===== src/hdl/itcf_pkg.sv =====
`timescale 1ns / 1ps
package itcf_pkg;

    // Iteration counts
    localparam int CORDIC_STEPS = 16;
    localparam int SQRT_STEPS   = 16;
    localparam int CALC_STEPS   = (CORDIC_STEPS > SQRT_STEPS) ? CORDIC_STEPS : SQRT_STEPS;
    localparam int SQ_STEPS     = 3;
    localparam int FUSE_OPS     = 6;
    localparam int FUSE_STEPS   = 2 * FUSE_OPS;
    localparam int CNT_W        = 5;

    // Fixed-point constants
    localparam logic [15:0] GRAVITY_UNITS = 16'd1255;
    localparam logic [18:0] GYRO_K        = 19'd480632;
    localparam logic [15:0] ALPHA_RESET   = 16'd64225;
    localparam logic [15:0] THR_RESET     = 16'd128;
    localparam int          CX_W          = 28;

    // Register indexes
    localparam logic [1:0] REG_ALPHA = 2'd0;
    localparam logic [1:0] REG_THR   = 2'd1;

    typedef enum logic [2:0] {
        ST_IDLE,
        ST_SQ,
        ST_CALC,
        ST_FUSE,
        ST_DONE
    } state_t;

    typedef enum logic [2:0] {
        F_PROD,
        F_INC,
        F_PRED,
        F_MUL1,
        F_MUL2,
        F_WRITE
    } fuse_op_t;

    typedef struct packed {
        logic             load;
        logic             sq_en;
        logic             calc_en;
        logic             fuse_en;
        fuse_op_t         op;
        logic             lane;
        logic [CNT_W-1:0] step;
        logic             finish;
    } dp_cmd_t;

    typedef struct packed {
        logic out_free;
    } dp_stat_t;

    // atan(2^-i) in 1/65536 degree
    function automatic logic [21:0] atan_entry(input logic [CNT_W-1:0] i);
        logic [21:0] r;
        case (i)
            5'd0:    r = 22'd2949120;
            5'd1:    r = 22'd1740967;
            5'd2:    r = 22'd919879;
            5'd3:    r = 22'd466945;
            5'd4:    r = 22'd234379;
            5'd5:    r = 22'd117304;
            5'd6:    r = 22'd58666;
            5'd7:    r = 22'd29335;
            5'd8:    r = 22'd14668;
            5'd9:    r = 22'd7334;
            5'd10:   r = 22'd3667;
            5'd11:   r = 22'd1833;
            5'd12:   r = 22'd917;
            5'd13:   r = 22'd458;
            5'd14:   r = 22'd229;
            5'd15:   r = 22'd115;
            5'd16:   r = 22'd57;
            5'd17:   r = 22'd29;
            5'd18:   r = 22'd14;
            5'd19:   r = 22'd7;
            5'd20:   r = 22'd4;
            5'd21:   r = 22'd2;
            5'd22:   r = 22'd1;
            default: r = 22'd0;
        endcase
        return r;
    endfunction

    // Signed shift with truncation toward zero
    function automatic logic signed [CX_W-1:0] trunc_shift(input logic signed [CX_W-1:0] v,
                                                          input logic [CNT_W-1:0] s);
        logic [CX_W-1:0] m;
        m = v[CX_W-1] ? (~v + 1'b1) : v;
        m = m >> s;
        return v[CX_W-1] ? $signed(~m + 1'b1) : $signed(m);
    endfunction

    // Round to nearest by 2^16, ties away from zero
    function automatic logic signed [33:0] round_sh16(input logic signed [49:0] v);
        logic [49:0] m;
        logic [49:0] r;
        m = v[49] ? (~v + 1'b1) : v;
        r = (m + 50'd32768) >> 16;
        return v[49] ? $signed(~r[33:0] + 1'b1) : $signed(r[33:0]);
    endfunction

    // Angle to 1/64 degree output: round by 2^10 then saturate
    function automatic logic [15:0] tilt_out(input logic signed [31:0] f);
        logic [31:0]        m;
        logic [31:0]        r;
        logic signed [22:0] v;
        logic [15:0]        o;
        m = f[31] ? (~f + 1'b1) : f;
        r = (m + 32'd512) >> 10;
        v = f[31] ? $signed(~r[22:0] + 1'b1) : $signed(r[22:0]);
        if (v > 23'sd32767)
            o = 16'h7fff;
        else if (v < -23'sd32768)
            o = 16'h8000;
        else
            o = v[15:0];
        return o;
    endfunction

endpackage


===== src/hdl/itcf_ctrl.sv =====
`timescale 1ns / 1ps
module itcf_ctrl (
    input  logic              clk,
    input  logic              rst_n,
    input  logic              s_tvalid,
    output logic              s_tready,
    input  itcf_pkg::dp_stat_t stat,
    output itcf_pkg::dp_cmd_t  cmd
);
    import itcf_pkg::*;

    state_t           state_reg, state_next;
    logic [CNT_W-1:0] cnt_reg, cnt_next;
    logic [CNT_W-1:0] fuse_idx;

    // State and step counter
    always_ff @(posedge clk or negedge rst_n)
    begin
        if (!rst_n)
        begin
            state_reg <= ST_IDLE;
            cnt_reg   <= '0;
        end
        else
        begin
            state_reg <= state_next;
            cnt_reg   <= cnt_next;
        end
    end

    // Next state
    always_comb
    begin
        state_next = state_reg;
        cnt_next   = cnt_reg + 1'b1;
        unique case (state_reg)
            ST_IDLE:
            begin
                cnt_next = '0;
                if (s_tvalid)
                    state_next = ST_SQ;
            end
            ST_SQ:
            begin
                if (cnt_reg == CNT_W'(SQ_STEPS - 1))
                begin
                    state_next = ST_CALC;
                    cnt_next   = '0;
                end
            end
            ST_CALC:
            begin
                if (cnt_reg == CNT_W'(CALC_STEPS - 1))
                begin
                    state_next = ST_FUSE;
                    cnt_next   = '0;
                end
            end
            ST_FUSE:
            begin
                if (cnt_reg == CNT_W'(FUSE_STEPS - 1))
                begin
                    state_next = ST_DONE;
                    cnt_next   = '0;
                end
            end
            ST_DONE:
            begin
                cnt_next = '0;
                if (stat.out_free)
                    state_next = ST_IDLE;
            end
            default:
            begin
                state_next = ST_IDLE;
                cnt_next   = '0;
            end
        endcase
    end

    // Lane z takes the second half of the fuse steps
    assign fuse_idx = (cnt_reg >= CNT_W'(FUSE_OPS)) ? cnt_reg - CNT_W'(FUSE_OPS) : cnt_reg;

    // Outputs
    always_comb
    begin
        cmd      = '0;
        cmd.op   = fuse_op_t'(fuse_idx[2:0]);
        cmd.lane = (cnt_reg >= CNT_W'(FUSE_OPS));
        cmd.step = cnt_reg;
        s_tready = 1'b0;
        unique case (state_reg)
            ST_IDLE:
            begin
                s_tready = 1'b1;
                cmd.load = s_tvalid;
            end
            ST_SQ:   cmd.sq_en   = 1'b1;
            ST_CALC: cmd.calc_en = 1'b1;
            ST_FUSE: cmd.fuse_en = 1'b1;
            ST_DONE: cmd.finish  = stat.out_free;
            default: cmd.load    = 1'b0;
        endcase
    end

endmodule


===== config.mk =====
export PLATFORM = sky130hd
export DESIGN_NAME = itcf_ctrl
export DESIGN_NICKNAME = d
export VERILOG_FILES = /design/src/hdl/itcf_pkg.sv /design/src/hdl/itcf_ctrl.sv
export SDC_FILE = /design/constraint.sdc
export NUM_CORES = 1
export LEC_CHECK = 0
export ABC_AREA = 1
export ABC_CLOCK_PERIOD_IN_PS = 2200
export BUFFER_PORTS_ARGS = -buffer_cell sky130_fd_sc_hd__clkbuf_2
export CAP_MARGIN = 5
export CORE_AREA = 2 2 39 41
export DETAILED_ROUTE_END_ITERATION = 7
export DIE_AREA = 0 0 41 43
export MAX_ROUTING_LAYER = met4
export PLACE_DENSITY_LB_ADDON = 0.15
export SETUP_SLACK_MARGIN = 0.1
export SLEW_MARGIN = 40
export SYNTH_ARGS = -nofsm -noshare
export SYNTH_HDL_FRONTEND = slang
export SYNTH_SLANG_ARGS = --single-unit

===== constraint.sdc =====
create_clock -name clk -period 2.2 [get_ports clk]
set_clock_uncertainty 0.2 [all_clocks]
set_input_delay 0.22 -clock clk [delete_from_list [all_inputs] [get_ports clk]]
set_output_delay 0.22 -clock clk [all_outputs]
set_load 0.05 [all_outputs]

; After elaboration in Yosys (flattened, before gate mapping)
; Cells that the tools add are included.
[word_totals]
ff_bits = 8
in_bits = 4
word_cells = 36
[classes]
magnitude_cmp = 1
addsub = 2
n_mux = 17
n_reduce_logical = 2
eq_ne = 12
[ops]
columns = cell, n
row1 = $mux 3, 6
row2 = $mux 5, 3
row3 = $pmux 3 s5, 1
row4 = $pmux 5 s3, 1
row5 = $eq 5x4->1 const B, 2
row6 = $ne 2x2->1 const B, 5
row7 = $eq 3x2->1 const B, 2
row8 = $mux 1, 6
row9 = $add 5x1->5 const B, 1
row10 = $eq 5x2->1 const B, 1
row11 = $ge 5x3->1 const B, 1
row12 = $reduce_and 5->1, 1
row13 = $eq 3x1->1 const B, 1
row14 = $eq 3x3->1 const B, 1
row15 = $logic_not 3->1, 1
row16 = $sub 3x3->3 const B, 1

; Logic depth before layout (Yosys ltp)
; Gate-level depths: netlist (run 1).
[depth]
depth_word = 3
mapped_depth = 10
depth_no_buf = 10

; Least setup slack after synthesis (run 1)
; No wires, ideal clock.
[synth_path]
path_kind = reg-to-output
start = reg cnt_reg[1]
end = out cmd[9] (netlist bit)
path_slack_ps = -693
path_stages_with_launch = 5
t_required_ps = 1780
arrival_time_ps = 2473
cell_sequence = dfrtp_1 ha_1 nor3_1 o21ai_2 o21ai_0
[synth_lines]
columns = item, line_no
row1 = start: declaration, itcf_ctrl.sv:13  ; logic [CNT_W-1:0] cnt_reg, cnt_next;
row2 = start signal: assignment, itcf_ctrl.sv:27  ; cnt_reg <= cnt_next;
row3 = end: declaration, itcf_ctrl.sv:8  ; output itcf_pkg::dp_cmd_t cmd

==> impl_metrics.env, run 1 <==
export IMPL_ys_seq_elements=8
export IMPL_final_cell_mix="nand2_1 (17), clkbuf_2 (16), inv_1 (9)"
export IMPL_final_nets=111
export IMPL_antenna_found_initial=0
export IMPL_wire_per_inst_um=9.88
export IMPL_arrival_ns=1.61
export IMPL_vias=544
export IMPL_h_tree_depth=1
export IMPL_core_area_um2=1380
export IMPL_ys_types=17
export IMPL_antenna_cells=0
export IMPL_grt_usage_pct=16.9
export IMPL_syn_num_nets=85
export IMPL_min_to="state_reg[2]"
export IMPL_clock_path_buffers=2
export IMPL_ff2ff_path_depth=10
export IMPL_synth_warning_count=0
export IMPL_layout_drive_gt1_share_pct=52.5
export IMPL_worstHoldPathCells=4
export IMPL_r2r_start="cnt_reg[1]"
export IMPL_clkSinkCount=8
export IMPL_die_h_um=43
export IMPL_ant_nets=0
export IMPL_reg2reg_slack_ns=0.25
export IMPL_ios=19
export IMPL_grt_overflow=0
export IMPL_wl_um=1160
export IMPL_drt_first_pass_iters=4
export IMPL_dp_hpwl_um=929
export IMPL_syn_avg_cell_area_um2=7.54
export IMPL_die_w_um=41
export IMPL_setup_violations=0
export IMPL_rows=14
export IMPL_min_period_ns=2.03
export IMPL_grt_max_degree=9
export IMPL_drt_iter0_drc=4
export IMPL_largest_reg_flops=5
export IMPL_final_max_slew_viol_count=0
export IMPL_cts_tree="yes"
export IMPL_synth_area_um2=573
export IMPL_die_area_um2=1760
export IMPL_drcViolationCount=0
export IMPL_fillCellCount=137
export IMPL_area_growth_pct=44.5
export IMPL_initial_core_util_pct=41.4
export IMPL_period_share_pct=92.2
export IMPL_status="completed"
export IMPL_slew_headroom_pct=80.2
export IMPL_crit_path_end_kind="output port"
export IMPL_min_from="stat"
export IMPL_layout_commonest_cell="nand2_1"
export IMPL_worstSetupPathType="register to output port"
export IMPL_clock_latency_ns=0.25
export IMPL_cp_required_ns=1.78
export IMPL_first_global_vias=480
export IMPL_rsz0062_at_grt="no"
export IMPL_hp_class="input pin to register"
export IMPL_startpoint_type="register"
export IMPL_via_per_inst=4.65
export IMPL_critPathMaxFanout=4
export IMPL_synthCells=76
export IMPL_fmax_mhz=493
export IMPL_numCtsBuffers=3
export IMPL_grt_pass1_wl_um=1920
export IMPL_finalHoldViolCount=0
export IMPL_gp_congestion=0.820
export IMPL_root_buffer="clkbuf_4"
export IMPL_setup_tns_ns=0
export IMPL_clk_pin_slew_worst_paths_ns=0.06
export IMPL_r2r_end="state_reg[1]"
export IMPL_tightest_slew_ns=0.297
export IMPL_maxCapViolCount=0
export IMPL_yosysSeqAreaShare_pct=34.9
export IMPL_port_buffers=18
synthesized netlist by cell type, drive strengths merged:
| cell type | number | area share (%) |
|---|---|---|
| dfrtp | 8 | 35 |
| nor2 | 14 | 13 |
| nand2 | 21 | 15 |
| buf | 1 | 1.3 |
| xnor2 | 1 | 1.5 |
| nand3 | 3 | 3.5 |
| o21ai | 4 | 4.8 |
| inv | 14 | 9.2 |
| ha | 5 | 11 |
| nand3b | 1 | 1.3 |
| nor3 | 2 | 1.7 |
| xor2 | 2 | 3.1 |
worst max-delay path: stages (launching register included):
cell     delay [ns]
dfrtp_4        0.49
ha_2           0.22
nor3_4         0.15
o21ai_4        0.13
xor2_4         0.20
buf_8          0.16
area by class of cell:
cell class / count / area (µm²) / area share, %
multi-input combinational: 53 / 384 / 46.4
sequential: 8 / 206 / 24.9
timing repair buffer: 22 / 139 / 16.8
inverter: 14 / 52.6 / 6.34
clock buffer: 4 / 26.3 / 3.17
tap: 16 / 20.0 / 2.42
stage by stage:
step           hold slack (ns)  area (µm²)  setup slack, ns  utilization [%]  std cells
3_5_place_dp            -0.128         732            0.230             52.9        109
2_1_floorplan           -0.276         629            0.108                -         76
4_1_cts                 0.0729         813           0.0996             58.8        117
3_3_place_gp            -0.128         732            0.304             52.9        109
5_1_grt                  0.106         828            0.101             59.9        117
6_report                0.0706         828            0.172             59.9        117
cells by family (layout without fill, tap and decap cells):
group	count (synthesis)	count (layout)	share of synthesized area, %
compound gates	4	4	4.80
flops	8	8	34.9
simple gates	41	41	34.3
xor+xnor	3	3	4.59
fa+ha+maj	5	5	10.9
buf+inv	15	40	10.5
worst max path at each step:
| stage | from | to | slack [ns] |
|---|---|---|---|
| finish | cnt_reg[1] | cmd[8] | 0.17 |
| global route | cnt_reg[1] | cmd[8] | 0.10 |
| CTS | cnt_reg[1] | cmd[8] | 0.1 |
| detailed placement | cnt_reg[1] | cmd[8] | 0.23 |
| global placement | cnt_reg[1] | cmd[8] | 0.30 |
| floorplan | cnt_reg[0] | cmd[8] | 0.11 |
metal layers:
| layer | up-vias | track usage (%) | share of wire (%) |
|---|---|---|---|
| met5 | - | - | 0 |
| met4 | 0 | 10.0 | 1.8 |
| met3 | 4 | 3.14 | 2.7 |
| met2 | 9 | 22.8 | 50 |
| met1 | 252 | 22.9 | 46 |
| li1 | 279 | - | - |
what timing repair did:
item | in CTS | in global routing
gates resized for setup | 6 | 4
buffers inserted | 3 | 0
endpoints found under the setup margin | 2 | 2
hold endpoints to repair | 8 | 0
pin swaps | 2 | 3
hold buffers | 1 | 0
Power of run 1 is not shown: default switching activity piles up to over one toggle a cycle in this logic, so the estimate is an artifact.
==> inputs of run 2 (changes only) <==
--- a/config.mk
+++ b/config.mk
@@ -9,9 +9,9 @@
 export ABC_CLOCK_PERIOD_IN_PS = 2200
 export BUFFER_PORTS_ARGS = -buffer_cell sky130_fd_sc_hd__clkbuf_2
 export CAP_MARGIN = 5
-export CORE_AREA = 2 2 39 41
+export CORE_AREA = 5 5 42 44
 export DETAILED_ROUTE_END_ITERATION = 7
-export DIE_AREA = 0 0 41 43
+export DIE_AREA = 0 0 47 49
 export MAX_ROUTING_LAYER = met4
 export PLACE_DENSITY_LB_ADDON = 0.15
 export SETUP_SLACK_MARGIN = 0.1
==> run 2 against run 1 <==
  * Count of clock-buffer cells in the layout stayed put
  * Critical path depth stayed put
  * Flip-flop and latch count stayed put
  * Wire length is 5.7% higher
  * Sequential share of layout area is 0.62 points higher
  * Non-clock buffer count is 2 lower
  * First-iteration DRC count is 25% lower
  * Critical endpoint unchanged
==> impl_metrics.env, run 2 (synthesis gave the netlist of run 1 again) <==
export IMPL_status="completed"
export IMPL_ant_nets=0
export IMPL_die_h_um=49
export IMPL_cp_required_ns=1.78
export IMPL_fmax_mhz=492
export IMPL_first_global_vias=494
export IMPL_r2r_end="state_reg[1]"
export IMPL_crit_path_end_kind="output port"
export IMPL_via_per_inst=4.55
export IMPL_die_w_um=47
export IMPL_drcViolationCount=0
export IMPL_hp_class="input pin to register"
export IMPL_final_nets=109
export IMPL_vias=523
export IMPL_h_tree_depth=1
export IMPL_drt_met1_wl_um=548
export IMPL_ios=19
export IMPL_startpoint_type="register"
export IMPL_setup_violations=0
export IMPL_wl_um=1220
export IMPL_largest_reg_flops=5
export IMPL_cts_tree="yes"
export IMPL_final_cell_mix="nand2_1 (17), clkbuf_2 (16), inv_1 (9), nor2_2 (9)"
export IMPL_drt_iter0_drc=3
export IMPL_clock_latency_ns=0.25
export IMPL_core_area_um2=1400
export IMPL_slew_headroom_pct=81.1
export IMPL_top_layer="met4"
export IMPL_rows=14
export IMPL_grt_usage_pct=13.1
export IMPL_wire_per_inst_um=10.6
export IMPL_dp_hpwl_um=980
export IMPL_r2r_start="cnt_reg[1]"
export IMPL_min_from="stat"
export IMPL_layout_commonest_cell="nand2_1"
export IMPL_grt_pass1_wl_um=2100
export IMPL_rsz0062_at_grt="no"
export IMPL_clk_pin_slew_worst_paths_ns=0.05
export IMPL_numCtsBuffers=3
export IMPL_critPathMaxFanout=4
export IMPL_area_growth_pct=41.0
export IMPL_min_period_ns=2.03
export IMPL_initial_core_util_pct=40.9
export IMPL_setup_tns_ns=0
export IMPL_maxCapViolCount=0
export IMPL_wl_met3_um=54
export IMPL_worstSetupPathType="register to output port"
export IMPL_root_buffer="clkbuf_4"
export IMPL_min_to="state_reg[2]"
export IMPL_die_area_um2=2300
export IMPL_dr_wl_met2_um=603
export IMPL_ff2ff_path_depth=10
export IMPL_antenna_found_initial=0
export IMPL_gp_congestion=0.718
export IMPL_period_share_pct=92.5
export IMPL_reg2reg_slack_ns=0.23
export IMPL_arrival_ns=1.61
export IMPL_final_max_slew_viol_count=0
export IMPL_grt_max_degree=9
export IMPL_worstHoldPathCells=4
export IMPL_finalHoldViolCount=0
export IMPL_layout_drive_gt1_share_pct=52.5
export IMPL_grt_overflow=0
export IMPL_clkSinkCount=8
export IMPL_tightest_slew_ns=0.282
export IMPL_drt_first_pass_iters=4
export IMPL_antenna_cells=0
export IMPL_port_buffers=18
export IMPL_clock_path_buffers=2
-- run 2: cell types whose count changed in the layout (fill, tap and decap cells not counted) --
cell / change
buf_4: -2
buf_6: -1
clkbuf_8: +1
ha_2: +1
ha_4: -1
nor2_1: -1
nor2_2: +1
-- run 2: how the worst max path moves through the flow --
| stage | from | to | slack, ns | depth (start not counted) |
|---|---|---|---|---|
| after floorplan | cnt_reg[0] | cmd[8] | 0.11 | 5 |
| after global placement | cnt_reg[1] | cmd[8] | 0.30 | 5 |
| after detailed placement | cnt_reg[1] | cmd[8] | 0.25 | 5 |
| after CTS | cnt_reg[1] | cmd[8] | 0.10 | 5 |
| after global routing | cnt_reg[0] | cmd[9] | 0.09 | 7 |
| final | cnt_reg[1] | cmd[8] | 0.17 | 5 |
-- run 2: area by class of cell --
class	count	area, µm²
timing repair buffer	20	126
tap	16	20.0
clock buffer	4	26.3
sequential	8	206
fill	145	593
inverter	14	52.6
multi-input combinational	53	377
-- run 2: per-stage QoR --
stage | utilization, % | area, µm² | worst slack, ns | std cells | hold WS (ns)
global placement | 52.2 | 732 | 0.300 | 109 | -0.128
global route | 57.7 | 808 | 0.0949 | 115 | 0.104
floorplan | - | 629 | 0.108 | 76 | -0.276
CTS | 57.2 | 802 | 0.104 | 115 | 0.0696
finish | 57.7 | 808 | 0.165 | 115 | 0.0725
detailed placement | 52.2 | 732 | 0.253 | 109 | -0.129
-- run 2: timing repair --
item / CTS / global route
pin swaps: 1 / 3
setup buffers: 1 / 0
setup endpoints to repair: 2 / 3
resized for setup: 6 / 3
endpoints found under the hold margin: 8 / 0
hold buffers: 1 / 0
-- run 2: worst max-delay path, stage by stage, from the launching register on --
cell     delay, ns
dfrtp_4       0.48
ha_2          0.21
nor3_4        0.21
o21ai_4       0.13
xor2_4        0.17
buf_8         0.16
-- run 2: routing by layer --
layer	global-route usage (%)	up-vias
li1	-	275
met1	16.1	235
met2	19.0	11
met3	1.11	2
met4	9.68	0
met5	-	-
Power of run 2 is left out for the same reason.
==> inputs of run 3 (changes only) <==
--- a/config.mk
+++ b/config.mk
@@ -7,11 +7,11 @@
 export LEC_CHECK = 0
 export ABC_AREA = 1
 export ABC_CLOCK_PERIOD_IN_PS = 2200
-export BUFFER_PORTS_ARGS = -buffer_cell sky130_fd_sc_hd__clkbuf_2
 export CAP_MARGIN = 5
 export CORE_AREA = 5 5 42 44
 export DETAILED_ROUTE_END_ITERATION = 7
 export DIE_AREA = 0 0 47 49
+export DONT_BUFFER_PORTS = 1
 export MAX_ROUTING_LAYER = met4
 export PLACE_DENSITY_LB_ADDON = 0.15
 export SETUP_SLACK_MARGIN = 0.1
==> run 3 against run 2 <==
  * Utilization is 0.62 points higher
  * Die area stayed put
  * Final cell count is 3.5% lower
  * Worst setup slack better by 0.037 ns
  * Count of clock-buffer cells in the layout stayed put
  * Worst hold slack better by 0.028 ns
  * Wire length is 6.8% lower
  * Sequential share of layout area is 0.27 points lower
  * Via count is 2.1% lower
  * Maximum frequency is 1.9% higher
  * Flip-flop and latch count stayed put
  * Critical path depth is 1 higher
  * Critical endpoint unchanged
  * Largest cell class unchanged
==> impl_metrics.env, run 3 (synthesis gave the netlist of run 1 again) <==
export IMPL_initial_core_util_pct=40.9
export IMPL_tightest_slew_ns=0.440
export IMPL_area_growth_pct=42.6
export IMPL_crit_end="cmd[8]"
export IMPL_reg2reg_slack_ns=0.25
export IMPL_cp_depth=6
export IMPL_h_tree_depth=1
export IMPL_dp_hpwl_um=962
export IMPL_root_buffer="clkbuf_4"
export IMPL_die_w_um=47
export IMPL_clkSinkCount=8
export IMPL_die_area_um2=2300
export IMPL_path_cells="buf_4, ha_2, inv_2, o21ai_4, xor2_4, buf_12"
export IMPL_fmax_mhz=501
export IMPL_drcViolationCount=0
export IMPL_maxCapViolCount=0
export IMPL_grt_usage_pct=11.8
export IMPL_antenna_cells=0
export IMPL_ff2ff_path_depth=10
export IMPL_slowest_stage="dfrtp_4"
export IMPL_ant_nets=0
export IMPL_startpoint="cnt_reg[1]"
export IMPL_worstSetupPathType="register to output port"
export IMPL_arrival_ns=1.58
export IMPL_slew_headroom_pct=70.7
export IMPL_cp_required_ns=1.78
export IMPL_min_period_ns=2.00
export IMPL_cp_top_family="flip-flops"
export IMPL_first_global_vias=487
export IMPL_cts_tree="yes"
export IMPL_grt_overflow=0
export IMPL_rows=14
export IMPL_via_per_inst=4.61
export IMPL_clock_path_buffers=2
export IMPL_core_area_um2=1400
export IMPL_vias=512
export IMPL_die_h_um=49
export IMPL_critPathMaxFanout=4
export IMPL_grt_max_degree=9
export IMPL_period_share_pct=90.8
export IMPL_path_buf_inv=3
export IMPL_wl_um=1140
export IMPL_r2r_start="cnt_reg[1]"
export IMPL_numCtsBuffers=3
export IMPL_crit_path_end_kind="output port"
export IMPL_r2r_end="state_reg[0]"
export IMPL_max_stage_delay_ns=0.42
export IMPL_layout_drive_gt1_share_pct=48.4
export IMPL_setup_tns_ns=0
export IMPL_rsz0062_at_grt="no"
export IMPL_antenna_found_initial=0
export IMPL_final_max_slew_viol_count=0
export IMPL_clk_pin_slew_worst_paths_ns=0.05
export IMPL_wire_per_inst_um=10.3
export IMPL_drt_first_pass_iters=3
export IMPL_status="completed"
export IMPL_setup_violations=0
export IMPL_largest_reg_flops=5
export IMPL_grt_pass1_wl_um=1900
export IMPL_hp_class="input pin to async pin"
export IMPL_finalHoldViolCount=0
export IMPL_clock_latency_ns=0.25
export IMPL_ios=19
export IMPL_final_cell_mix="nand2_1 (18), buf_4 (13), inv_1 (9), nor2_2 (9)"
export IMPL_drt_iter0_drc=4
export IMPL_final_nets=105
export IMPL_gp_congestion=0.721
export IMPL_startpoint_type="register"
export IMPL_port_buffers=0
export IMPL_layout_commonest_cell="nand2_1"
## run 3: layout make-up
type / instances / area, µm²
clock buffers: 4 / 26.3
fillers: 150 / 584
inverters: 14 / 52.6
multi-input cells: 53 / 374
flip-flops and latches: 8 / 206
well taps: 16 / 20.0
repair buffers: 16 / 138
## run 3: layer usage
metal  GRT usage [%]  wire length (µm)
met5               -                 0
met4            8.29                 9
met3            1.85                57
met2            17.0               552
met1            14.3               520
## run 3: per-stage QoR
| stage | hold WS, ns | setup slack [ns] | instance area [µm²] | util, % | instances |
|---|---|---|---|---|---|
| after floorplan | -0.276 | 0.108 | 629 | - | 76 |
| after global placement | -0.275 | 0.350 | 744 | 53.1 | 103 |
| after detailed placement | -0.275 | 0.347 | 744 | 53.1 | 103 |
| after CTS | 0.102 | 0.124 | 815 | 58.1 | 111 |
| after global routing | 0.137 | 0.105 | 817 | 58.3 | 111 |
| final | 0.100 | 0.203 | 817 | 58.3 | 111 |
## run 3: timing repair
item,in CTS,in global routing
endpoints found under the hold margin,9,0
hold buffers,2,0
gates resized for setup,2,1
pin swaps,1,2
setup endpoints to repair,2,2
setup buffers,2,0
## run 3: how the worst min path moves through the flow
| stage | start | endpoint | slack [ns] |
|---|---|---|---|
| finish | rst_n | cnt_reg[1] | 0.10 |
| detailed placement | rst_n | cnt_reg[1] | -0.28 |
| floorplan | rst_n | cnt_reg[0] | -0.28 |
| global route | rst_n | cnt_reg[1] | 0.14 |
| CTS | rst_n | cnt_reg[1] | 0.10 |
| global placement | rst_n | cnt_reg[1] | -0.28 |
Power of run 3 is left out for the same reason.
